--- config.mk ---
export PLATFORM = sky130hd
export DESIGN_NAME = pulse_width_one_wire_transmitter_core
export DESIGN_NICKNAME = d
export VERILOG_FILES = /design/src/design/pwt_pkg.sv /design/src/design/pwt_front.sv /design/src/design/pwt_back.sv /design/src/design/pulse_width_one_wire_transmitter_core.sv
export SDC_FILE = /design/constraint.sdc
export NUM_CORES = 1
export LEC_CHECK = 0
export ABC_AREA = 1
export BUFFER_PORTS_ARGS = -buffer_cell sky130_fd_sc_hd__buf_2
export CAP_MARGIN = 20
export CORE_ASPECT_RATIO = 0.8
export CORE_MARGIN = 2
export CORE_UTILIZATION = 64
export CTS_CLUSTER_DIAMETER = 80
export CTS_CLUSTER_SIZE = 20
export DETAILED_ROUTE_END_ITERATION = 6
export PLACE_DENSITY_LB_ADDON = 0.15
export SLEW_MARGIN = 20
export SYNTH_ARGS = -nofsm -noshare
export SYNTH_HDL_FRONTEND = slang
export SYNTH_SLANG_ARGS = --single-unit
--- constraint.sdc ---
create_clock -name clk -period 4.65 [get_ports clk]
set_input_delay 0.465 -clock clk [delete_from_list [all_inputs] [get_ports clk]]
set_output_delay 0.465 -clock clk [all_outputs]
set_load 0.01 [all_outputs]
--- src/design/pwt_pkg.sv ---
// Shared types, constants and register codes for the pulse-width single-wire transmitter.
`timescale 1ns / 1ps

package pwt_pkg;

    localparam int DUR_W      = 16;
    localparam int BYTE_W     = 8;
    localparam int CFG_IDX_W  = 3;
    localparam int STEP_W     = 5;
    localparam int DEF_QUEUE_DEPTH = 2;

    // Register indexes on the configuration port
    localparam logic [CFG_IDX_W-1:0] REG_SYNC_LOW  = 3'd0;
    localparam logic [CFG_IDX_W-1:0] REG_SYNC_HIGH = 3'd1;
    localparam logic [CFG_IDX_W-1:0] REG_ONE_LOW   = 3'd2;
    localparam logic [CFG_IDX_W-1:0] REG_ONE_HIGH  = 3'd3;
    localparam logic [CFG_IDX_W-1:0] REG_ZERO_LOW  = 3'd4;
    localparam logic [CFG_IDX_W-1:0] REG_ZERO_HIGH = 3'd5;
    localparam logic [CFG_IDX_W-1:0] REG_STOP_LOW  = 3'd6;

    // Reset values, microseconds
    localparam logic [DUR_W-1:0] RST_SYNC_LOW  = 16'd62000;
    localparam logic [DUR_W-1:0] RST_SYNC_HIGH = 16'd2000;
    localparam logic [DUR_W-1:0] RST_ONE_LOW   = 16'd2000;
    localparam logic [DUR_W-1:0] RST_ONE_HIGH  = 16'd4000;
    localparam logic [DUR_W-1:0] RST_ZERO_LOW  = 16'd4000;
    localparam logic [DUR_W-1:0] RST_ZERO_HIGH = 16'd2000;
    localparam logic [DUR_W-1:0] RST_STOP_LOW  = 16'd1000;
    localparam logic [DUR_W-1:0] RELEASE_DUR   = 16'd0;

    // Segment positions within one transaction's full sequence:
    // sync low, sync high, sixteen bit halves, stop low, release high.
    localparam logic [STEP_W-1:0] SYNC_LOW_STEP  = 5'd0;
    localparam logic [STEP_W-1:0] FIRST_BIT_STEP = 5'd2;
    localparam logic [STEP_W-1:0] LAST_BIT_STEP  = 5'd17;
    localparam logic [STEP_W-1:0] RELEASE_STEP   = 5'd19;

    localparam logic [2:0] MSB_POS = 3'd7;

    typedef struct packed {
        logic [DUR_W-1:0] sync_low;
        logic [DUR_W-1:0] sync_high;
        logic [DUR_W-1:0] one_low;
        logic [DUR_W-1:0] one_high;
        logic [DUR_W-1:0] zero_low;
        logic [DUR_W-1:0] zero_high;
        logic [DUR_W-1:0] stop_low;
    } cfg_t;

    // One classified byte waiting for the back end
    typedef struct packed {
        logic [BYTE_W-1:0] data;
        logic [STEP_W-1:0] first_step;
        logic [STEP_W-1:0] final_step;
    } desc_t;

endpackage

--- src/design/pwt_front.sv ---
// Front end: accepts bytes, classifies them into segment ranges and queues them.
`timescale 1ns / 1ps

module pwt_front
    import pwt_pkg::*;
#(
    parameter int QUEUE_DEPTH = DEF_QUEUE_DEPTH
)
(
    input  logic              clk,
    input  logic              rst_n,
    input  logic              in_valid,
    output logic              in_stall,
    input  logic [BYTE_W-1:0] data_byte,
    input  logic              first_byte,
    input  logic              last_byte,
    output logic              desc_valid,
    output desc_t             desc,
    input  logic              desc_pop
);

    localparam int PTR_W = (QUEUE_DEPTH > 1) ? $clog2(QUEUE_DEPTH) : 1;
    localparam int CNT_W = $clog2(QUEUE_DEPTH + 1);
    localparam logic [PTR_W-1:0] LAST_PTR = PTR_W'(QUEUE_DEPTH - 1);
    localparam logic [CNT_W-1:0] FULL_CNT = CNT_W'(QUEUE_DEPTH);

    desc_t            entry_reg [QUEUE_DEPTH];
    logic [PTR_W-1:0] wr_ptr_reg, wr_ptr_next;
    logic [PTR_W-1:0] rd_ptr_reg, rd_ptr_next;
    logic [CNT_W-1:0] count_reg, count_next;
    desc_t            new_desc;
    logic             push;
    logic             pop;

    // Classify: sync only for an opening byte, stop only for a closing byte
    always_comb
    begin
        new_desc.data       = data_byte;
        new_desc.first_step = first_byte ? SYNC_LOW_STEP : FIRST_BIT_STEP;
        new_desc.final_step = last_byte ? RELEASE_STEP : LAST_BIT_STEP;
    end

    assign in_stall   = (count_reg == FULL_CNT);
    assign desc_valid = (count_reg != '0);
    assign desc       = entry_reg[rd_ptr_reg];
    assign push       = in_valid && !in_stall;
    assign pop        = desc_pop && desc_valid;

    always_comb
    begin
        wr_ptr_next = wr_ptr_reg;
        rd_ptr_next = rd_ptr_reg;
        count_next  = count_reg;
        if (push)
        begin
            wr_ptr_next = (wr_ptr_reg == LAST_PTR) ? '0 : wr_ptr_reg + 1'b1;
        end
        if (pop)
        begin
            rd_ptr_next = (rd_ptr_reg == LAST_PTR) ? '0 : rd_ptr_reg + 1'b1;
        end
        if (push && !pop)
        begin
            count_next = count_reg + 1'b1;
        end
        else if (pop && !push)
        begin
            count_next = count_reg - 1'b1;
        end
    end

    always_ff @(posedge clk or negedge rst_n)
    begin
        if (!rst_n)
        begin
            wr_ptr_reg <= '0;
            rd_ptr_reg <= '0;
            count_reg  <= '0;
        end
        else
        begin
            wr_ptr_reg <= wr_ptr_next;
            rd_ptr_reg <= rd_ptr_next;
            count_reg  <= count_next;
        end
    end

    always_ff @(posedge clk)
    begin
        if (push)
        begin
            entry_reg[wr_ptr_reg] <= new_desc;
        end
    end

endmodule

--- src/design/pwt_back.sv ---
// Back end: steps a queued byte's segments into an output register, one per cycle unless stalled.
`timescale 1ns / 1ps

module pwt_back
    import pwt_pkg::*;
(
    input  logic             clk,
    input  logic             rst_n,
    input  cfg_t             cfg,
    input  logic             desc_valid,
    input  desc_t            desc,
    output logic             desc_pop,
    output logic             out_valid,
    input  logic             out_stall,
    output logic             line_level,
    output logic [DUR_W-1:0] duration_us,
    output logic             last_segment
);

    logic              busy_reg;
    logic [BYTE_W-1:0] byte_reg;
    logic [STEP_W-1:0] step_reg, step_next;
    logic [STEP_W-1:0] final_reg;
    logic              out_valid_reg;
    logic              level_reg;
    logic [DUR_W-1:0]  dur_reg;
    logic              last_reg;

    logic              advance;
    logic              at_final;
    logic              load;
    logic [STEP_W-1:0] bit_off;
    logic [2:0]        bit_idx;
    logic              bit_val;
    logic [DUR_W-1:0]  seg_dur;

    // Output register frees when empty or being taken this cycle
    assign advance  = busy_reg && (!out_valid_reg || !out_stall);
    assign at_final = (step_reg == final_reg);
    assign load     = !busy_reg || (advance && at_final);
    assign desc_pop = load && desc_valid;

    assign bit_off = step_reg - FIRST_BIT_STEP;
    assign bit_idx = bit_off[3:1];
    assign bit_val = byte_reg[MSB_POS - bit_idx];

    // Even steps are low halves, odd steps high halves
    always_comb
    begin
        if (step_reg < FIRST_BIT_STEP)
        begin
            seg_dur = step_reg[0] ? cfg.sync_high : cfg.sync_low;
        end
        else if (step_reg > LAST_BIT_STEP)
        begin
            seg_dur = step_reg[0] ? RELEASE_DUR : cfg.stop_low;
        end
        else if (bit_val)
        begin
            seg_dur = step_reg[0] ? cfg.one_high : cfg.one_low;
        end
        else
        begin
            seg_dur = step_reg[0] ? cfg.zero_high : cfg.zero_low;
        end
    end

    assign step_next = step_reg + 1'b1;

    always_ff @(posedge clk or negedge rst_n)
    begin
        if (!rst_n)
        begin
            busy_reg      <= 1'b0;
            out_valid_reg <= 1'b0;
        end
        else
        begin
            if (load)
            begin
                busy_reg <= desc_valid;
            end
            if (advance)
            begin
                out_valid_reg <= 1'b1;
            end
            else if (!out_stall)
            begin
                out_valid_reg <= 1'b0;
            end
        end
    end

    always_ff @(posedge clk)
    begin
        if (desc_pop)
        begin
            byte_reg  <= desc.data;
            step_reg  <= desc.first_step;
            final_reg <= desc.final_step;
        end
        else if (advance)
        begin
            step_reg <= step_next;
        end
        if (advance)
        begin
            level_reg <= step_reg[0];
            dur_reg   <= seg_dur;
            last_reg  <= at_final;
        end
    end

    assign out_valid    = out_valid_reg;
    assign line_level   = level_reg;
    assign duration_us  = dur_reg;
    assign last_segment = last_reg;

endmodule

--- src/design/pulse_width_one_wire_transmitter_core.sv ---
// Top level of the pulse-width coded single-wire serial transmitter.
`timescale 1ns / 1ps

// Each input transaction carries one frame byte with first/last marks and
// yields a run of line segments (level plus hold time in microseconds):
// an optional sync header (low, high) when first_byte is set, sixteen bit
// halves MSB first (low then high, timed by the one or zero registers),
// and an optional stop low plus a release high of duration 0 when
// last_byte is set. last_segment flags the final segment of each byte.
// A byte therefore yields 16 to 20 segments; the back-end sequencer emits one
// segment per cycle into the output register when not stalled: the rate limit.
// A small descriptor queue (QUEUE_DEPTH entries) sits between the front
// end and the sequencer, so new bytes are taken while the previous one is
// still being sent and consecutive bytes go out back to back.
// out_stall holds the output register and freezes the sequencer.
// Timing registers are written through cfg_we/cfg_index/cfg_data, one
// index per register (0 sync low .. 6 stop low); other indexes are ignored.
// Write them only while the block is idle. No clearing pass after reset.

module pulse_width_one_wire_transmitter_core
    import pwt_pkg::*;
#(
    parameter int QUEUE_DEPTH = DEF_QUEUE_DEPTH
)
(
    input  logic                 clk,
    input  logic                 rst_n,
    // configuration write port
    input  logic                 cfg_we,
    input  logic [CFG_IDX_W-1:0] cfg_index,
    input  logic [DUR_W-1:0]     cfg_data,
    // input channel
    input  logic                 in_valid,
    output logic                 in_stall,
    input  logic [BYTE_W-1:0]    data_byte,
    input  logic                 first_byte,
    input  logic                 last_byte,
    // output channel
    output logic                 out_valid,
    input  logic                 out_stall,
    output logic                 line_level,
    output logic [DUR_W-1:0]     duration_us,
    output logic                 last_segment
);

    cfg_t  cfg_reg;
    logic  desc_valid;
    desc_t desc;
    logic  desc_pop;

    // Timing registers: load on write enable, drop unknown indexes
    always_ff @(posedge clk or negedge rst_n)
    begin
        if (!rst_n)
        begin
            cfg_reg.sync_low  <= RST_SYNC_LOW;
            cfg_reg.sync_high <= RST_SYNC_HIGH;
            cfg_reg.one_low   <= RST_ONE_LOW;
            cfg_reg.one_high  <= RST_ONE_HIGH;
            cfg_reg.zero_low  <= RST_ZERO_LOW;
            cfg_reg.zero_high <= RST_ZERO_HIGH;
            cfg_reg.stop_low  <= RST_STOP_LOW;
        end
        else if (cfg_we)
        begin
            unique case (cfg_index)
                REG_SYNC_LOW:  cfg_reg.sync_low  <= cfg_data;
                REG_SYNC_HIGH: cfg_reg.sync_high <= cfg_data;
                REG_ONE_LOW:   cfg_reg.one_low   <= cfg_data;
                REG_ONE_HIGH:  cfg_reg.one_high  <= cfg_data;
                REG_ZERO_LOW:  cfg_reg.zero_low  <= cfg_data;
                REG_ZERO_HIGH: cfg_reg.zero_high <= cfg_data;
                REG_STOP_LOW:  cfg_reg.stop_low  <= cfg_data;
                default:       ;
            endcase
        end
    end

    // Accept and classify bytes, queue them for the sequencer
    pwt_front #(
        .QUEUE_DEPTH (QUEUE_DEPTH)
    ) u_front (
        .clk        (clk),
        .rst_n      (rst_n),
        .in_valid   (in_valid),
        .in_stall   (in_stall),
        .data_byte  (data_byte),
        .first_byte (first_byte),
        .last_byte  (last_byte),
        .desc_valid (desc_valid),
        .desc       (desc),
        .desc_pop   (desc_pop)
    );

    // Emit segments one per cycle unless out_stall holds them
    pwt_back u_back (
        .clk          (clk),
        .rst_n        (rst_n),
        .cfg          (cfg_reg),
        .desc_valid   (desc_valid),
        .desc         (desc),
        .desc_pop     (desc_pop),
        .out_valid    (out_valid),
        .out_stall    (out_stall),
        .line_level   (line_level),
        .duration_us  (duration_us),
        .last_segment (last_segment)
    );

endmodule

After elaboration in Yosys (flattened, before gate mapping)
Memories as Yosys holds them, arrays and structs flattened.
Cells that the tools add are included.

storage, ports and cells
  register bits after elaboration = 154
  bits of input ports = 34
  output and inout bits = 20
  memories kept = 1
  memory bits (writable) = 24
  logic and storage cells = 85

memory list
  name               depth  bits a word  rd ports  clocked after Yosys merged registers in  wr ports  line             RTL
  u_front.entry_reg  2      12           1         0                                        1         pwt_front.sv:27  desc_t entry_reg [QUEUE_DEPTH];

operators by class
  $lt $le $gt $ge = 3
  equality and inequality tests = 9
  $add $sub $neg = 7
  muxes and demuxes = 21
  reduce and logical (&&, ||, !) cells = 26

operators by type and width
  operator               count
  $mux W16               7
  $reduce_and A2 Y1      7
  $mux W5                2
  $eq A3 B3 Y1 const B   3
  $mux W2                4
  $logic_and A1 B1 Y1    7
  $mux W1                7
  $eq A3 B2 Y1 const B   2
  $logic_not A1 Y1       6
  $reduce_bool A2 Y1     3
  $add A5 B1 Y5 const B  1
  $eq A5 B5 Y1           1
  $gt A5 B5 Y1 const B   1
  $lt A5 B2 Y1 const B   1
  $lt A3 B4 Y1 const B   1
  $sub A4 B2 Y4 const B  1
  $bmux W1 S3            1
  $eq A3 B1 Y1 const B   1
  $logic_not A3 Y1       1
  $sub A3 B3 Y3 const A  1
  $add A1 B1 Y1 const B  2
  $add A2 B1 Y2 const B  1
  $eq A2 B2 Y1 const B   1
  $logic_or A1 B1 Y1     2
  other kinds (2)        2

Depth between registers and ports, before layout
  word-level depth = 10
  gate-level depth with buffers = 12
  mapped depth without buffers = 11

Hierarchy
A second synthesis with hierarchy kept.

unflattened totals
  cell total of the unflattened synthesis = 934
  area total of the unflattened synthesis = 8336.7 um2

by module, submodules not included
  module                                 cells an instance  area each (um2)  sequential area each (um2)  times used
  pulse_width_one_wire_transmitter_core  494                4420.5           2856.5                      1
  pwt_back                               345                2872.8           1131.1                      1
  pwt_front                              95                 1043.5           700.7                       1

Least setup slack after synthesis
No wires, ideal clock.

  path type = register to register
  start = register u_back.step_reg[1]
  end = register u_back.dur_reg[14], in the netlist u_back.duration_us[14], data pin
  data arrival time = 1.575 ns
  data required time = 4.392 ns
  path buffers = 1
  stages on the path, launching flop included = 10
  setup time = 0.258 ns
  period minus slack after synthesis = 1.833 ns
  path slack = 2.817 ns
  cells stage by stage = edfxtp_1 -> inv_2 -> ha_1 -> inv_1 -> nand3_1 -> nand3_2 -> buf_2 -> nand3_1 -> nand3_1 -> a21oi_1

between the ends
  word-level cells in the longest chain between the ends = 7
  elaborated cells on any way between the ends = 9
  those cells by class = add/sub (2); order compare (2); mux (5)

RTL lines
  element                        line             RTL
  start: declaration             pwt_back.sv:22   logic [STEP_W-1:0] step_reg, step_next;
  start signal: assignment       pwt_back.sv:99   step_reg <= desc.first_step;
  start signal: assignment       pwt_back.sv:104  step_reg <= step_next;
  $sub A4 B2 Y4                  pwt_back.sv:43   assign bit_off = step_reg - FIRST_BIT_STEP;
  $sub A3 B3 Y3                  pwt_back.sv:45   assign bit_val = byte_reg[MSB_POS - bit_idx];
  $bmux W1 S3                    pwt_back.sv:45
  $mux W1 (not written as such)  pwt_back.sv:45
  $mux W16                       pwt_back.sv:58   else if (bit_val)
  $mux W16                       pwt_back.sv:54   else if (step_reg > LAST_BIT_STEP)
  $mux W16 *                     pwt_back.sv:50   if (step_reg < FIRST_BIT_STEP)
  named net u_back.seg_dur[14]   pwt_back.sv:35   logic [DUR_W-1:0] seg_dur;
  end signal: assignment         pwt_back.sv:109  dur_reg <= seg_dur;
  end: declaration               pwt_back.sv:26   logic [DUR_W-1:0] dur_reg;

The timed path passes the listed nets; every way through them passes the cells marked *. The select of a mux whose other input is x is not followed.
A chain may end at the register's enable or synchronous reset.

Final worst setup path
  start = register u_back.step_reg[1]
  end = register u_back.dur_reg[6], in the netlist u_back.duration_us[6], data pin

The elaborated chain is that of the path after synthesis.

==> results.md <==
- TritonCTS built the clock tree.
- The post-detailed-placement half-perimeter wirelength is 9950 µm.
- The combinational family with the most area after synthesis is simple AND/OR/NAND/NOR gates.
- At the placement stage, the worst setup path has a slack of roughly 2.1 ns.
- Setup total negative slack on the finished layout was measured at 0 ns.
- The flip-flop count of the largest register after layout is roughly 110.
- For this run, the detailed router's first-pass iteration total came to 5.
- The setup slack after layout is about 2.0 ns.
- Among all flip-flop cells after synthesis, the most frequent one is sky130_fd_sc_hd__dfrtp_1.
- The total global-route track usage is 29.4%.
- The adder-cell share of the synthesized area is 0.851%.
- In the final layout, the share of cells above drive strength 1 is 18.3%.
- The die is 99.9 µm tall.
- The sequential cell area fraction in the yosys report is 62.1%.
- In the routed design, unresolved DRC markers number 0.
- The number of buffers inserted during clock tree synthesis is 17.
- On the final layout, the worst hold slack is 0.0797 ns.
- The synthesized design contains between 50 and 60 enable-type register cells.
- A synthesized cell averages 9.76 µm².
- VDD sags by at most 435 µV.
- For this run, asynchronously set or reset flops after synthesis account for a little over two thirds.
- The overflow left after global routing is 0.
- Measured along the x axis, the die boundary spans 124 µm.
- The number of max-cap violations is 0.
- The count of fill cells added during filler insertion is 735.
- Counting every net in the synthesized netlist gives 792.
- Using the TritonRoute via totals, the vias-per-cell ratio works out to 5.78.
- After detailed routing, the average wire length per cell comes to 17.4 µm.
- The number of antenna violations at the first check in global routing came to 0.
- The cell family contributing the most delay on the critical path is simple AND/OR/NAND/NOR gates.
- The startpoint identified for the worst register-to-register timing path is u_back.step_reg[1]$_DFFE_PP_.
- The area growth from synthesis to layout is 12.1%.
- The total count of max-transition violations in the final report came to 0.
- For the pin with the worst max-slew slack, the measured transition is 1.06 ns.
- The flow ran to the end, and the final reports show no timing, DRC or antenna violations.
- The number of cells traversed by the worst register-to-register path is 7.
- The cell area after technology mapping is 7350 µm².
- The class of the most critical setup path is reg -> reg.
- The clock drives between 150 and 200 sinks.
- The routed wire length is 16500 µm.
- Counting both buffers and inverters, the worst setup path holds a total of 2.
- The critical path's largest stage delay is between 0.5 and 0.6 ns.
- The met2 capacity usage during global routing is 45.1%.
- The post-detailed-route count of antenna-violating nets is 0.
- Among all stages on the critical path, the largest delay is contributed by sky130_fd_sc_hd__nor2_2.
- The clock slew at the register clock pins of the worst setup and hold paths is about 0.070 ns.
- The arrival time reported for the critical path endpoint is 2.82 ns.
- The clock skew after layout is 0.00723 ns.
- The synthesized netlist devotes 10.4% of its cell area to compound gates.
- The worst register-to-register path ends at u_back.duration_us[6]$_DFFE_PP_.
- The count of final setup violators is 0.
- Post-CTS repair changed the size of 0 cells.
- In this run, synthesis produced a sequential element count of 170.
- For this configuration, the core starts out at a cell density of 66.7%.
- The total number of H-tree levels is 4.
- The global routing met3 resource utilization is 5.85%.
- The gate count of the mapped netlist is 753.
- No sink is reached through more buffers than the 2 on the longest clock path.
- The power density over cell area is 684 nW/µm².
- The first global-routing pass estimated around 27000 µm of wire.
- The number of ports placed on the die boundary is 54.
- The layer flagged by global routing as most heavily used is met2.
- The final net count is 828.
- Counting I/O delays and the setup requirement, the final critical path takes 2.64 ns.
- The final-report hold violation count was 0.
- The number of standard-cell rows in the floorplan is 34.
- The distinct cell type count of the synthesized netlist is 27.
- Global routing used between 40 and 50% of the available met1 tracks.
- After Yosys synthesis, and, or, nand and nor cells account for 17.3% of the synthesized area.
- Clock tree synthesis selected as its root buffer the cell sky130_fd_sc_hd__clkbuf_16.
- The congestion estimate from routability-driven global placement came to 0.825.
- The sum of internal, switching and leakage power is about 5600 µW.
- After synthesis, the cell types taking the most area are sky130_fd_sc_hd__dfrtp_1, sky130_fd_sc_hd__edfxtp_1, sky130_fd_sc_hd__dfstp_2, sky130_fd_sc_hd__nand2_1, sky130_fd_sc_hd__o21ai_0.
- The fmax is 379 MHz.
- The startpoint type of the worst setup path is a flop.
- Setup repair after global routing left no endpoint under its margin.
- The count of input and output buffers is 53.
- The die covers 12400 µm².
- Summed over all instances, the cell type with the most area after synthesis is sky130_fd_sc_hd__dfrtp_1.
- The number of global-route vias before repair came to around 5400.
- The post-synthesis mux area share is 4.36%.
- At the later pin of the worst-skew pair, clock insertion delay measures 0.43 ns.
- In this run the register-to-register setup slack is 2.01 ns.
- The kind of end point of the critical path is a flop.
- The library cells used most frequently in the layout, excluding fill and tap cells, are sky130_fd_sc_hd__nand2_1, sky130_fd_sc_hd__o21ai_0, sky130_fd_sc_hd__dfrtp_1.
- The number of setup buffers added after CTS is 0.
- For the worst setup path, the data required time is approximately 4.8 ns.
- Walking the worst path, the cells encountered are inv_2 -> ha_1 -> nand2_2 -> nor2_2 -> inv_1 -> nor2_1 -> a21oi_1.
- The number of antenna diodes in the final layout is 0.
- The min-delay analysis places its worst path in the category in -> async.
- The area share of the largest cell type after synthesis is 25.5%.
- The highest fanout seen on the critical path is 17.
- The final clock period utilization by the worst path is a little under three fifths.
- The placeable core region is 11000 µm².
- The number of hold-repair buffers added at the cts stage is 0.
- For this design the static power due to leakage is roughly 0.0038 µW.
- The maximum number of pins on one net before global-route repair is 89.
- The fraction of synthesized cell area in xor and xnor cells is 0.715%.
- The warning count from the yosys run is 0.
- The iteration-0 DRC count of the detailed router is 603.
- The relative max-transition margin is 28.9%.
- The routed layout has approximately 5500 vias.
- The commonest non-fill, non-tap cell in the layout is sky130_fd_sc_hd__nand2_1.
==> power breakdown <==
group / internal, µW / leakage, µW / switching (µW)
combinational: 646 / 0.00167 / 1290
sequential: 2100 / 0.00189 / 226
clock: 716 / 0.000278 / 661
total: 3460 / 0.00383 / 2170
==> cell type report <==
class / instances / area [µm²] / share of cell area [%]
multi-input combinational: 506 / 2480 / 30.1
timing repair buffer: 56 / 294 / 3.57
inverter: 38 / 143 / 1.73
sequential: 170 / 4570 / 55.4
clock inverter: 15 / 149 / 1.81
tap: 144 / 180 / 2.19
clock buffer: 17 / 425 / 5.16
==> how the worst max path moves through the flow <==
stage / slack (ns) / from / to / cells after the start
after CTS: 2.05 / u_back.step_reg[0]$_SDFFCE_PP0P_ / u_back.duration_us[1]$_DFFE_PP_ / 7
after global routing: 1.79 / u_back.step_reg[1]$_DFFE_PP_ / u_back.duration_us[12]$_DFFE_PP_ / 7
after detailed placement: 2.09 / u_back.step_reg[1]$_DFFE_PP_ / u_back.duration_us[13]$_DFFE_PP_ / 7
final: 2.01 / u_back.step_reg[1]$_DFFE_PP_ / u_back.duration_us[6]$_DFFE_PP_ / 7
after floorplan: 2.82 / u_back.step_reg[1]$_DFFE_PP_ / u_back.duration_us[14]$_DFFE_PP_ / 9
after global placement: 2.15 / u_back.step_reg[1]$_DFFE_PP_ / u_back.duration_us[9]$_DFFE_PP_ / 7
==> synthesized netlist by cell type, types with 6 or more instances <==
cell                       number
sky130_fd_sc_hd__nand3_1       40
sky130_fd_sc_hd__inv_1         32
sky130_fd_sc_hd__buf_2          7
sky130_fd_sc_hd__clkbuf_1      30
sky130_fd_sc_hd__inv_2          6
sky130_fd_sc_hd__a31oi_1       16
sky130_fd_sc_hd__o21ai_0      115
sky130_fd_sc_hd__edfxtp_1      52
sky130_fd_sc_hd__a21oi_1       17
sky130_fd_sc_hd__mux2i_1       32
sky130_fd_sc_hd__nor2_1        31
sky130_fd_sc_hd__nand2_1      236
sky130_fd_sc_hd__dfstp_2       43
sky130_fd_sc_hd__dfrtp_1       75
==> per-layer routing <==
layer	part of all wire (%)	up-vias
li1	-	2583
met1	45	2615
met2	45	236
met3	7.9	30
met4	1.7	0
met5	0	-
==> cell families after synthesis <==
kind of cell / after synthesis
DFF: 170
and+or+nand+nor: 314
adders and majority gates: 5
xor gates and xnor gates: 6
AOI/OAI and AO/OA: 149
muxes: 32
buffers and inverters: 77
==> worst reg2reg max path: stages (launching register included) <==
cell and delay, ns:
sky130_fd_sc_hd__edfxtp_1 0.53, sky130_fd_sc_hd__inv_2 0.17, sky130_fd_sc_hd__ha_1 0.22, sky130_fd_sc_hd__nand2_2 0.08, sky130_fd_sc_hd__nor2_2 0.58, sky130_fd_sc_hd__inv_1 0.52
sky130_fd_sc_hd__nor2_1 0.22, sky130_fd_sc_hd__a21oi_1 0.07
==> through the flow <==
step / util (%) / cell area, µm² / std cells
after detailed placement: 69.5 / 7650 / 914
after CTS: 74.7 / 8230 / 946
after global placement: 69.5 / 7650 / 914
after global routing: 74.8 / 8240 / 946
final: 74.8 / 8240 / 946
after floorplan: - / 7350 / 753
No activity file was read; power rests on OpenSTA's default activity.
